$ cat config.mk
export PLATFORM = sky130hd
export DESIGN_NAME = i2c_master_byte_engine
export DESIGN_NICKNAME = d
export VERILOG_FILES = /design/src/design/i2c_mbe_pkg.sv /design/src/design/i2c_mbe_core.sv /design/src/design/i2c_master_byte_engine.sv
export VERILOG_INCLUDE_DIRS = /design/src /design/src/design
export SDC_FILE = /design/constraint.sdc
export NUM_CORES = 1
export LEC_CHECK = 0
export ABC_AREA = 1
export BUFFER_PORTS_ARGS = -buffer_cell sky130_fd_sc_hd__clkbuf_2
export CAP_MARGIN = 40
export CORE_MARGIN = 5
export CORE_UTILIZATION = 50
export DETAILED_ROUTE_END_ITERATION = 12
export PLACE_DENSITY = 0.7
export SYNTH_ARGS = -nofsm -noshare
export SYNTH_HDL_FRONTEND = slang
export SYNTH_SLANG_ARGS = --single-unit
$ cat constraint.sdc
create_clock -name i_clk -period 3 [get_ports i_clk]
set_input_delay 0.45 -clock i_clk [delete_from_list [all_inputs] [get_ports i_clk]]
set_output_delay 0.45 -clock i_clk [all_outputs]
set_load 0.03 [all_outputs]
$ cat src/design/i2c_master_byte_engine_assert.svh
// ----------------------------------------------------------------------------
// I2C master byte engine assertion macros
// Shared property wrappers, clocked on i_clk and disabled during reset.
// ----------------------------------------------------------------------------
`ifndef I2C_MASTER_BYTE_ENGINE_ASSERT_SVH
`define I2C_MASTER_BYTE_ENGINE_ASSERT_SVH

// Same-cycle implication.
`define I2C_MBE_ASSERT_NOW(name, ante, cons, msg) \
    name: assert property (@(posedge i_clk) disable iff (!i_rst_n) (ante) |-> (cons)) \
        else $error(msg);

// Next-cycle implication.
`define I2C_MBE_ASSERT_NEXT(name, ante, cons, msg) \
    name: assert property (@(posedge i_clk) disable iff (!i_rst_n) (ante) |=> (cons)) \
        else $error(msg);

`endif

$ cat src/design/i2c_mbe_pkg.sv
// ----------------------------------------------------------------------------
// I2C master byte engine package
// Command codes, sequencer operation codes, the operation program and types.
// ----------------------------------------------------------------------------
`default_nettype none

package i2c_mbe_pkg;

    localparam int CMD_W   = 3;
    localparam int PHASE_W = 5;
    localparam int OP_W    = 4;
    localparam int HB_W    = 16;

    localparam logic [HB_W-1:0] HALFBIT_RESET = 16'd125;

    localparam logic [CMD_W-1:0] CMD_NONE  = 3'd0;
    localparam logic [CMD_W-1:0] CMD_START = 3'd1;
    localparam logic [CMD_W-1:0] CMD_STOP  = 3'd2;
    localparam logic [CMD_W-1:0] CMD_WRITE = 3'd3;
    localparam logic [CMD_W-1:0] CMD_READ  = 3'd4;

    localparam logic [OP_W-1:0] OP_END         = 4'd0;
    localparam logic [OP_W-1:0] OP_SCL0        = 4'd1;
    localparam logic [OP_W-1:0] OP_SCL1        = 4'd2;
    localparam logic [OP_W-1:0] OP_SDA0        = 4'd3;
    localparam logic [OP_W-1:0] OP_SDA1        = 4'd4;
    localparam logic [OP_W-1:0] OP_SDA_TXBIT   = 4'd5;
    localparam logic [OP_W-1:0] OP_SDA_ACKOUT  = 4'd6;
    localparam logic [OP_W-1:0] OP_SCL0_TXNEXT = 4'd7;
    localparam logic [OP_W-1:0] OP_SCL0_ACKIN  = 4'd8;
    localparam logic [OP_W-1:0] OP_SCL0_RXBIT  = 4'd9;

    localparam logic [PHASE_W-1:0] PH_IDLE      = 5'd0;
    localparam logic [PHASE_W-1:0] PH_START     = 5'd1;
    localparam logic [PHASE_W-1:0] PH_STOP      = 5'd7;
    localparam logic [PHASE_W-1:0] PH_WRITE     = 5'd11;
    localparam logic [PHASE_W-1:0] PH_WRITE_ACK = 5'd14;
    localparam logic [PHASE_W-1:0] PH_READ      = 5'd18;
    localparam logic [PHASE_W-1:0] PH_READ_ACK  = 5'd21;

    typedef struct packed {
        logic       scl_release;
        logic       sda_release;
        logic       busy;
        logic       done;
        logic [7:0] rx_byte;
        logic       ack_seen;
    } t_result;

    typedef struct packed {
        logic [CMD_W-1:0] command;
        logic [7:0]       tx_byte;
        logic             nack_to_send;
        logic             scl_in;
        logic             sda_in;
    } t_request;

    function automatic logic [OP_W-1:0] program_op(input logic [PHASE_W-1:0] ph);
        logic [OP_W-1:0] op;
        case (ph)
            5'd1:    op = OP_SCL0;
            5'd2:    op = OP_SDA1;
            5'd3:    op = OP_SCL1;
            5'd4:    op = OP_SDA0;
            5'd5:    op = OP_SCL0;
            5'd7:    op = OP_SDA0;
            5'd8:    op = OP_SCL1;
            5'd9:    op = OP_SDA1;
            5'd11:   op = OP_SDA_TXBIT;
            5'd12:   op = OP_SCL1;
            5'd13:   op = OP_SCL0_TXNEXT;
            5'd14:   op = OP_SDA1;
            5'd15:   op = OP_SCL1;
            5'd16:   op = OP_SCL0_ACKIN;
            5'd18:   op = OP_SDA1;
            5'd19:   op = OP_SCL1;
            5'd20:   op = OP_SCL0_RXBIT;
            5'd21:   op = OP_SDA_ACKOUT;
            5'd22:   op = OP_SCL1;
            5'd23:   op = OP_SCL0;
            default: op = OP_END;
        endcase
        return op;
    endfunction

endpackage

`default_nettype wire

$ cat src/design/i2c_mbe_core.sv
// ----------------------------------------------------------------------------
// I2C master byte engine sequencer core
// Holds the bus sequencer state and advances it by one tick per request.
// ----------------------------------------------------------------------------
`default_nettype none

module i2c_mbe_core (
    input  wire                                i_clk,
    input  wire                                i_rst_n,
    input  wire                                i_step,
    input  i2c_mbe_pkg::t_request              i_req,
    input  wire  [i2c_mbe_pkg::HB_W-1:0]       i_halfbit,
    output i2c_mbe_pkg::t_result               o_res
);

    logic [i2c_mbe_pkg::PHASE_W-1:0] r_phase, n_phase;
    logic [3:0]                      r_bit_count, n_bit_count;
    logic [7:0]                      r_shift, n_shift;
    logic [i2c_mbe_pkg::HB_W-1:0]    r_wait, n_wait;
    logic                            r_scl, n_scl;
    logic                            r_sda, n_sda;
    logic                            r_ack_flag, n_ack_flag;
    logic                            r_ack_out, n_ack_out;
    logic                            r_stretch, n_stretch;
    logic [7:0]                      r_rx_last, n_rx_last;

    always_comb begin
        logic                            do_apply;
        logic                            done;
        logic [i2c_mbe_pkg::OP_W-1:0]    op;
        logic [i2c_mbe_pkg::PHASE_W-1:0] nxt;

        n_phase     = r_phase;
        n_bit_count = r_bit_count;
        n_shift     = r_shift;
        n_wait      = r_wait;
        n_scl       = r_scl;
        n_sda       = r_sda;
        n_ack_flag  = r_ack_flag;
        n_ack_out   = r_ack_out;
        n_stretch   = r_stretch;
        n_rx_last   = r_rx_last;
        do_apply    = 1'b0;
        done        = 1'b0;

        if (r_phase == i2c_mbe_pkg::PH_IDLE) begin
            if (i_req.command inside {[i2c_mbe_pkg::CMD_START:i2c_mbe_pkg::CMD_READ]}) begin
                n_bit_count = 4'd0;
                do_apply    = 1'b1;
                case (i_req.command)
                    i2c_mbe_pkg::CMD_START: begin
                        n_phase = i2c_mbe_pkg::PH_START;
                    end
                    i2c_mbe_pkg::CMD_STOP: begin
                        n_phase = i2c_mbe_pkg::PH_STOP;
                    end
                    i2c_mbe_pkg::CMD_WRITE: begin
                        n_phase = i2c_mbe_pkg::PH_WRITE;
                        n_shift = i_req.tx_byte;
                    end
                    default: begin
                        n_phase   = i2c_mbe_pkg::PH_READ;
                        n_shift   = 8'd0;
                        n_ack_out = i_req.nack_to_send;
                    end
                endcase
            end
        end else if (!(r_stretch && !i_req.scl_in)) begin
            n_stretch = 1'b0;
            if (r_wait != '0) begin
                n_wait = r_wait - 1'b1;
            end else begin
                do_apply = 1'b1;
            end
        end

        op  = i2c_mbe_pkg::program_op(n_phase);
        nxt = n_phase + 1'b1;
        if (do_apply) begin
            case (op)
                i2c_mbe_pkg::OP_SCL0:       n_scl = 1'b0;
                i2c_mbe_pkg::OP_SCL1:       n_scl = 1'b1;
                i2c_mbe_pkg::OP_SDA0:       n_sda = 1'b0;
                i2c_mbe_pkg::OP_SDA1:       n_sda = 1'b1;
                i2c_mbe_pkg::OP_SDA_TXBIT:  n_sda = n_shift[7];
                i2c_mbe_pkg::OP_SDA_ACKOUT: n_sda = n_ack_out;
                i2c_mbe_pkg::OP_SCL0_TXNEXT: begin
                    n_scl       = 1'b0;
                    n_shift     = {n_shift[6:0], 1'b0};
                    n_bit_count = n_bit_count + 1'b1;
                    nxt = (n_bit_count >= 4'd8) ? i2c_mbe_pkg::PH_WRITE_ACK
                                                : i2c_mbe_pkg::PH_WRITE;
                end
                i2c_mbe_pkg::OP_SCL0_ACKIN: begin
                    n_scl      = 1'b0;
                    n_ack_flag = !i_req.sda_in;
                end
                i2c_mbe_pkg::OP_SCL0_RXBIT: begin
                    n_scl       = 1'b0;
                    n_shift     = {n_shift[6:0], i_req.sda_in};
                    n_bit_count = n_bit_count + 1'b1;
                    if (n_bit_count >= 4'd8) begin
                        n_rx_last = n_shift;
                        nxt       = i2c_mbe_pkg::PH_READ_ACK;
                    end else begin
                        nxt = i2c_mbe_pkg::PH_READ;
                    end
                end
                default: begin
                end
            endcase
            if (op == i2c_mbe_pkg::OP_END) begin
                n_phase   = i2c_mbe_pkg::PH_IDLE;
                n_stretch = 1'b0;
                n_wait    = '0;
                done      = 1'b1;
            end else begin
                n_phase   = nxt;
                n_wait    = i_halfbit;
                n_stretch = (op == i2c_mbe_pkg::OP_SCL1);
            end
        end

        o_res.scl_release = n_scl;
        o_res.sda_release = n_sda;
        o_res.busy        = (n_phase != i2c_mbe_pkg::PH_IDLE);
        o_res.done        = done;
        o_res.rx_byte     = n_rx_last;
        o_res.ack_seen    = n_ack_flag;
    end

    always_ff @(posedge i_clk) begin
        if (!i_rst_n) begin
            r_phase     <= i2c_mbe_pkg::PH_IDLE;
            r_bit_count <= 4'd0;
            r_shift     <= 8'd0;
            r_wait      <= '0;
            r_scl       <= 1'b1;
            r_sda       <= 1'b1;
            r_ack_flag  <= 1'b0;
            r_ack_out   <= 1'b0;
            r_stretch   <= 1'b0;
            r_rx_last   <= 8'd0;
        end else if (i_step) begin
            r_phase     <= n_phase;
            r_bit_count <= n_bit_count;
            r_shift     <= n_shift;
            r_wait      <= n_wait;
            r_scl       <= n_scl;
            r_sda       <= n_sda;
            r_ack_flag  <= n_ack_flag;
            r_ack_out   <= n_ack_out;
            r_stretch   <= n_stretch;
            r_rx_last   <= n_rx_last;
        end
    end

endmodule

`default_nettype wire

$ cat src/design/i2c_master_byte_engine.sv
// ----------------------------------------------------------------------------
// I2C master byte engine, one request per bus tick
// Requests pass the input register, the sequencer step and the result register;
// one request per cycle while the result side does not stall.
// Reset (synchronous, active low) leaves the bus released, idle, 125 ticks.
// ----------------------------------------------------------------------------
`default_nettype none

`include "i2c_master_byte_engine_assert.svh"

module i2c_master_byte_engine (
    input  wire                            i_clk,
    input  wire                            i_rst_n,
    input  wire                            i_in_valid,
    output logic                           o_in_stall,
    input  wire  [i2c_mbe_pkg::CMD_W-1:0]  i_command,
    input  wire  [7:0]                     i_tx_byte,
    input  wire                            i_nack_to_send,
    input  wire                            i_scl_in,
    input  wire                            i_sda_in,
    output logic                           o_out_valid,
    input  wire                            i_out_stall,
    output logic                           o_scl_release,
    output logic                           o_sda_release,
    output logic                           o_busy_res,
    output logic                           o_done_res,
    output logic [7:0]                     o_rx_byte,
    output logic                           o_ack_seen,
    input  wire                            i_cfg_valid,
    output logic                           o_cfg_ready,
    input  wire  [i2c_mbe_pkg::HB_W-1:0]   i_cfg_data
);

    logic                              r_in_vld, n_in_vld;
    i2c_mbe_pkg::t_request             r_in;
    logic                              r_out_vld, n_out_vld;
    i2c_mbe_pkg::t_result              r_out;
    logic [i2c_mbe_pkg::HB_W-1:0]      r_halfbit;
    logic                              adv;
    logic                              in_take;
    i2c_mbe_pkg::t_result              core_res;

    assign adv         = r_in_vld && (!r_out_vld || !i_out_stall);
    assign o_in_stall  = r_in_vld && !adv;
    assign in_take     = i_in_valid && !o_in_stall;
    assign o_cfg_ready = 1'b1;

    assign n_in_vld  = in_take ? 1'b1 : (adv ? 1'b0 : r_in_vld);
    assign n_out_vld = adv ? 1'b1 : (i_out_stall ? r_out_vld : 1'b0);

    i2c_mbe_core u_core (
        .i_clk     (i_clk),
        .i_rst_n   (i_rst_n),
        .i_step    (adv),
        .i_req     (r_in),
        .i_halfbit (r_halfbit),
        .o_res     (core_res)
    );

    always_ff @(posedge i_clk) begin
        if (!i_rst_n) begin
            r_in_vld  <= 1'b0;
            r_out_vld <= 1'b0;
            r_halfbit <= i2c_mbe_pkg::HALFBIT_RESET;
        end else begin
            r_in_vld  <= n_in_vld;
            r_out_vld <= n_out_vld;
            if (i_cfg_valid && o_cfg_ready) begin
                r_halfbit <= i_cfg_data;
            end
        end
    end

    always_ff @(posedge i_clk) begin
        if (in_take) begin
            r_in.command      <= i_command;
            r_in.tx_byte      <= i_tx_byte;
            r_in.nack_to_send <= i_nack_to_send;
            r_in.scl_in       <= i_scl_in;
            r_in.sda_in       <= i_sda_in;
        end
        if (adv) begin
            r_out <= core_res;
        end
    end

    assign o_out_valid   = r_out_vld;
    assign o_scl_release = r_out.scl_release;
    assign o_sda_release = r_out.sda_release;
    assign o_busy_res    = r_out.busy;
    assign o_done_res    = r_out.done;
    assign o_rx_byte     = r_out.rx_byte;
    assign o_ack_seen    = r_out.ack_seen;

    `I2C_MBE_ASSERT_NOW(a_done_not_busy, r_out_vld && r_out.done, !r_out.busy, "done while busy")
    `I2C_MBE_ASSERT_NOW(a_stall_needs_full, o_in_stall, r_in_vld, "stall with empty input stage")
    `I2C_MBE_ASSERT_NEXT(a_held_request, r_in_vld && !adv, r_in_vld, "held request was lost")
    `I2C_MBE_ASSERT_NEXT(a_result_lands, adv, r_out_vld, "stepped request left no result")

endmodule

`default_nettype wire

==> impl_metrics.toml, run 1 <==
[sta]
slew_violations = 0
finalCritPeriodShare_pct = 91.7
hold_ws_ns = 0.249
slew_headroom_pct = 52.8
timing.fmax_mhz = 363
finClkSkew_ns = 0.0144
setup_viol = 0
rsz0062_at_grt = "false"
report.final.hold_viol_count = 0
post-route-min-period_ns = 2.75
worst_pin_slew_ns = 0.707
tns_ns = 0

[synth]
synth_nets = 704
syn_avg_cell_area_sq_um = 7.21
synth_ff_type = "dfxtp_1"
synth_seq_cells = 91
synthCells = 667
syn_area_sq_um = 4810
synthArstFlopShare_pct = 0
synth_cell_type_count = 44
yosysSeqAreaShare_pct = 43.5
ys_warn_count = 0
synth_edf_count = 27

[global_routing]
grt.overflow.total = 0
grt_util_all_layers_pct = 19.9
grt_max_degree = 56
grt_pass1_vias = 4195
antenna_found_initial = 0
grt_pass1_wl_mm = 18.9

[place]
place_hpwl_mm = 7.72
port_buffers = 49
gp_congestion = 0.931
placed_area_sq_um = 5160
placed_cells = 827

[layout]
fin_cells = 843
area_growth_pct = 11.2
diodes = 0
fillCellCount = 910
drive_gt1_share_pct = 15.3
final_cell_area_sq_um = 5340
final_common_cell = "nand2_1"
finish.utilization_pct = 57.3
fin_nets = 746
layout_common_cells = "nand2_1 (160), inv_1 (83), nor2_1 (78)"

[worst_setup_path]
worstReg2RegEnd = "u_core.r_phase[0]"
rrSetupSlack_ns = 0.25
timing.setup.critical_path_class = "flop to flop"
crit_arrival_ns = 3.04
crit_end = "u_core.r_phase[0]"
crit_path_max_fanout = 18
crit_required_ns = 3.29
startpoint_type = "flop"
endpoint_kind = "flop"
startpoint = "u_core.r_wait[0]"
reg2reg_depth = 16
r2r_start = "u_core.r_wait[0]"

[floorplanning]
initial_core_util_pct = 51.5
core-area_sq_um = 9330
ios = 51
chipWidth_um = 108
rows = 35
die-area_sq_um = 11700
die_h_um = 108

[cts]
clock_sinks = 91
cts-root-buf = "clkbuf_8"
cts_setup_buffers = 0
cts_buffers = 9
clkTransAtPathRegs_ns = 0.10
clockBufferDepth = 2
cts_resized = 0
h-tree-depth = 3
cts_tree = "built"
worstSkewPairLatency_ns = 0.37
holdBufCountCts = 0

[routing]
routedWlPerCell_um = 13.1
wl_mm = 11.1
drc = 0
drt-met1-wl_mm = 5.18
top_layer_used = "met4"
wl_met2_mm = 5.15
drt_iter0_drc = 237
dr.pass1.iters = 6
num_vias = 4378
wl_met3_um = 539
vias_per_cell = 5.19
ant_nets = 0

[min_path]
min_from = "i_tx_byte[3]"
hold_class = "input pin to flop"

[pwr]
p_leak_nw = 2.46
ir_worst_vdd_mv = 0.246
p_per_area_nw_per_um2 = 566

[run]
maxCapViolCount = 0

[status]
status = "completed"
## how the worst min path moves through the flow
stage / end / cells past startpoint / slack [ns]
final: r_in[6] / 1 / 0.25
after global routing: r_in[1] / 1 / 0.24
after CTS: r_in[6] / 1 / 0.24
after detailed placement: r_halfbit[0] / 2 / 0.45
after global placement: r_halfbit[6] / 2 / 0.44
after floorplan: r_halfbit[0] / 2 / 0.43
## sequential cells by signal, summed over array words and instances (netlist names), 4 cells and up
signal	cells
u_core.r_rx_last	8
r_halfbit	16
o_rx_byte	8
u_core.r_shift	8
r_in	14
u_core.r_phase	5
u_core.r_bit_count	4
u_core.r_wait	16
## critical path, stage by stage, from the launching register on
cell and delay, ns:
dfxtp_1 0.34, inv_1 0.08, ha_1 0.20, nand2_1 0.13, nor3_4 0.21, inv_1 0.07, nor3_1 0.22, nand2_1 0.17
inv_1 0.10, nand4_1 0.07, nand2_1 0.11, buf_4 0.23, nand2_1 0.12, inv_1 0.11, buf_4 0.24, nand3_1 0.12
a21oi_1 0.15
## synthesized netlist by cell type, types with 2 or more instances
master,n,area share [%]
a31oi_1,13,1.7
xor2_1,6,1.1
clkbuf_1,19,1.5
buf_2,2,0.21
edfxtp_1,27,17
nand3_1,38,4.0
dfxtp_1,64,27
a21oi_1,38,4.0
buf_6,2,0.47
nor2_2,5,0.65
nand4_1,4,0.52
o21ai_0,58,6.0
ha_1,2,0.52
nand3_2,5,1.0
nor2_1,79,6.2
nand2_2,6,0.78
nand3b_1,4,0.62
or2_2,3,0.39
inv_1,83,6.5
nor4_1,4,0.52
xnor2_1,3,0.55
nor2_4,4,0.94
nand2_1,160,12
nor3_1,3,0.31
o21ai_4,2,0.68
inv_2,5,0.39
o22ai_1,9,1.2
o21ai_1,2,0.21
o21bai_1,2,0.31
## metrics by stage
stage               power, mW  setup slack [ns]
floorplan                2.08             0.687
global placement         2.25             0.349
detailed placement       2.27             0.242
CTS                      3.03             0.215
global route             3.21           0.00992
finish                   3.03             0.248
## logic make-up after synthesis
group,Yosys count,synth area share (%)
adders and majority gates,2,0.520
DFF,91,43.5
other,1,0.0780
muxes,1,0.208
and+or+nand+nor,319,29.5
AOI/OAI and AO/OA,130,15.2
xor gates and xnor gates,9,1.64
buffers and inverters,114,9.34
## where the power goes
part / internal, mW / switching, mW
Combinational: 0.273 / 0.565
Clock: 0.309 / 0.459
Sequential: 1.36 / 0.0589
## routing by layer
layer | global-route usage (%) | up-vias
li1 | - | 2245
met1 | 25.9 | 1992
met2 | 32.7 | 122
met3 | 3.82 | 19
met4 | 7.48 | 0
met5 | 0 | -
## area by class of cell
class | count | area (sq um) | area share, %
multi-input combinational | 462 | 2280 | 42.7
inverter | 89 | 334 | 6.25
clock inverter | 6 | 47.5 | 0.890
tap | 129 | 161 | 3.02
clock buffer | 10 | 128 | 2.39
timing repair buffer | 56 | 298 | 5.57
sequential | 91 | 2090 | 39.1
(Power assumes the default switching activity.)
==> inputs of run 2 (changes only) <==
--- a/config.mk
+++ b/config.mk
@@ -9,10 +9,12 @@
 export ABC_AREA = 1
 export BUFFER_PORTS_ARGS = -buffer_cell sky130_fd_sc_hd__clkbuf_2
 export CAP_MARGIN = 40
+export CELL_PAD_IN_SITES_DETAIL_PLACEMENT = 1
+export CELL_PAD_IN_SITES_GLOBAL_PLACEMENT = 1
 export CORE_MARGIN = 5
-export CORE_UTILIZATION = 50
+export CORE_UTILIZATION = 43
 export DETAILED_ROUTE_END_ITERATION = 12
-export PLACE_DENSITY = 0.7
+export PLACE_DENSITY_LB_ADDON = 0.1
 export SYNTH_ARGS = -nofsm -noshare
 export SYNTH_HDL_FRONTEND = slang
 export SYNTH_SLANG_ARGS = --single-unit
==> run 2 against run 1 <==
Clock skew down 0.0046 ns. Cell count up 1.9%. Non-clock buffer count up 5. Sequential power about the same. Critical path type unchanged. Largest cell class unchanged.
==> impl_metrics.toml, run 2 (same netlist as run 1, synthesis figures left out) <==
[routing]
wl_mm = 13.1
num_vias = 4447
ant_nets = 0
routedWlPerCell_um = 15.2
drc = 0
vias_per_cell = 5.18
drt_iter0_drc = 191
dr.pass1.iters = 5

[floorplanning]
core-area_sq_um = 10900
die-area_sq_um = 13400
die_h_um = 116
initial_core_util_pct = 44.2
chipWidth_um = 116
rows = 38
ios = 51

[place]
placed_area_sq_um = 5160
gp_congestion = 0.854
place_hpwl_mm = 9.37
port_buffers = 49

[cts]
h-tree-depth = 3
clock_sinks = 91
cts_tree = "built"
worstSkewPairLatency_ns = 0.38
clkTransAtPathRegs_ns = 0.09
holdBufCountCts = 0
cts-root-buf = "clkbuf_8"
clockBufferDepth = 2
cts_buffers = 9

[worst_setup_path]
r2r_start = "r_in[11]"
critPathBufInv = 1
path_cells = "nor2_1 > nand2_1 > nand2_1 > nand3_2 > nand2_4 > nand2_1 > nand3_1 > nand2_1 > a21oi_4 > nand3_1 > nand2_1 > inv_2 > nand3_2 > nand2_1 > nor2_1 > nand2_1"
crit_top_cell = "nand2_1"
reg2reg_depth = 16
rrSetupSlack_ns = 0.31
startpoint_type = "flop"
crit_required_ns = 3.14
crit_path_max_fanout = 8
max_stage_delay_ns = 0.47
critPathTopFamily = "simple AND/OR/NAND/NOR gates"
crit_arrival_ns = 2.84
endpoint_kind = "flop"
crit_slowest_cell = "edfxtp_1"
startpoint = "r_in[11]"
worstReg2RegEnd = "o_busy_res"
timing.setup.critical_path_class = "flop to flop"

[min_path]
hold_depth = 1
hold_class = "input pin to flop"
min_from = "i_nack_to_send"
holdPathEnd = "r_in[2]"

[sta]
finalCritPeriodShare_pct = 89.8
report.final.hold_viol_count = 0
timing.fmax_mhz = 371
finClkSkew_ns = 0.00976
slew_headroom_pct = 47.3
worst_pin_slew_ns = 0.790
setup_viol = 0
rsz0062_at_grt = "false"
slew_violations = 0
post-route-min-period_ns = 2.69
tns_ns = 0

[global_routing]
antenna_found_initial = 0
grt_pass1_wl_mm = 21.9
grt_max_degree = 56
grt_util_all_layers_pct = 20.7
grt_pass1_vias = 4594
grt.overflow.total = 0

[layout]
layout_common_cells = "nand2_1 (160), inv_1 (81), nor2_1 (78)"
fillCellCount = 1429
drive_gt1_share_pct = 15.7
final_cell_area_sq_um = 5410
diodes = 0
fin_nets = 751
final_common_cell = "nand2_1"
area_growth_pct = 12.6
reg_top3 = "r_halfbit x16, u_core.r_wait x16, r_in x14"

[pwr]
ir_worst_vdd_mv = 0.333
p_leak_nw = 2.49
p_per_area_nw_per_um2 = 573

[status]
status = "completed"

[run]
maxCapViolCount = 0
==> run 2: worst max-delay path by stage <==
stage / endpoint / slack [ns] / depth (start not counted)
floorplan: o_busy_res / 0.69 / 17
global placement: u_core.r_phase[0] / 0.28 / 16
detailed placement: u_core.r_phase[0] / 0.18 / 16
CTS: u_core.r_phase[0] / 0.15 / 16
global route: u_core.r_phase[0] / 0.02 / 16
finish: o_busy_res / 0.31 / 16
==> run 2: layout make-up <==
class                      count  area, sq um  area share (%)
tap                          140          175            3.24
clock inverter                 3         18.8           0.347
inverter                      89          334            6.17
timing repair buffer          61          347            6.40
clock buffer                  13          160            2.96
multi-input combinational    462         2280            42.2
sequential                    91         2090            38.7
==> run 2: power by group <==
part / total, mW / internal (mW) / leakage (nW) / switching, mW
Clock: 0.806 / 0.354 / 0.0911 / 0.451
Combinational: 0.871 / 0.286 / 1.61 / 0.585
Sequential: 1.42 / 1.36 / 0.786 / 0.0613
==> run 2: layer usage <==
layer	vias up	wire, um	GRT usage, %
met1	2119	6010	25.4
met4	0	174	5.72
met5	-	0	0
met3	13	482	4.80
li1	2255	-	-
met2	60	6420	36.3
==> run 2: worst reg2reg max path: cells and delay by family, from the launching register on <==
family          cells  cell delay [ns]
simple gates       14             1.65
compound gates      1             0.25
buf+inv             1             0.08
flops               1             0.47
==> run 2: metrics by stage <==
| stage | power, mW | cells | util, % | setup WS (ns) | hold slack [ns] |
|---|---|---|---|---|---|
| floorplan | 2.08 | 667 | - | 0.687 | 0.429 |
| global placement | 2.27 | 837 | 47.4 | 0.276 | 0.438 |
| detailed placement | 2.30 | 837 | 47.4 | 0.181 | 0.444 |
| CTS | 3.11 | 853 | 49.1 | 0.147 | 0.215 |
| global route | 3.31 | 859 | 49.7 | 0.0179 | 0.223 |
| finish | 3.10 | 859 | 49.7 | 0.306 | 0.244 |
==> run 2: timing repair <==
item,4_1_cts,5_1_grt
setup endpoints to repair,0,43
buffers inserted,0,6
gates resized for setup,0,8
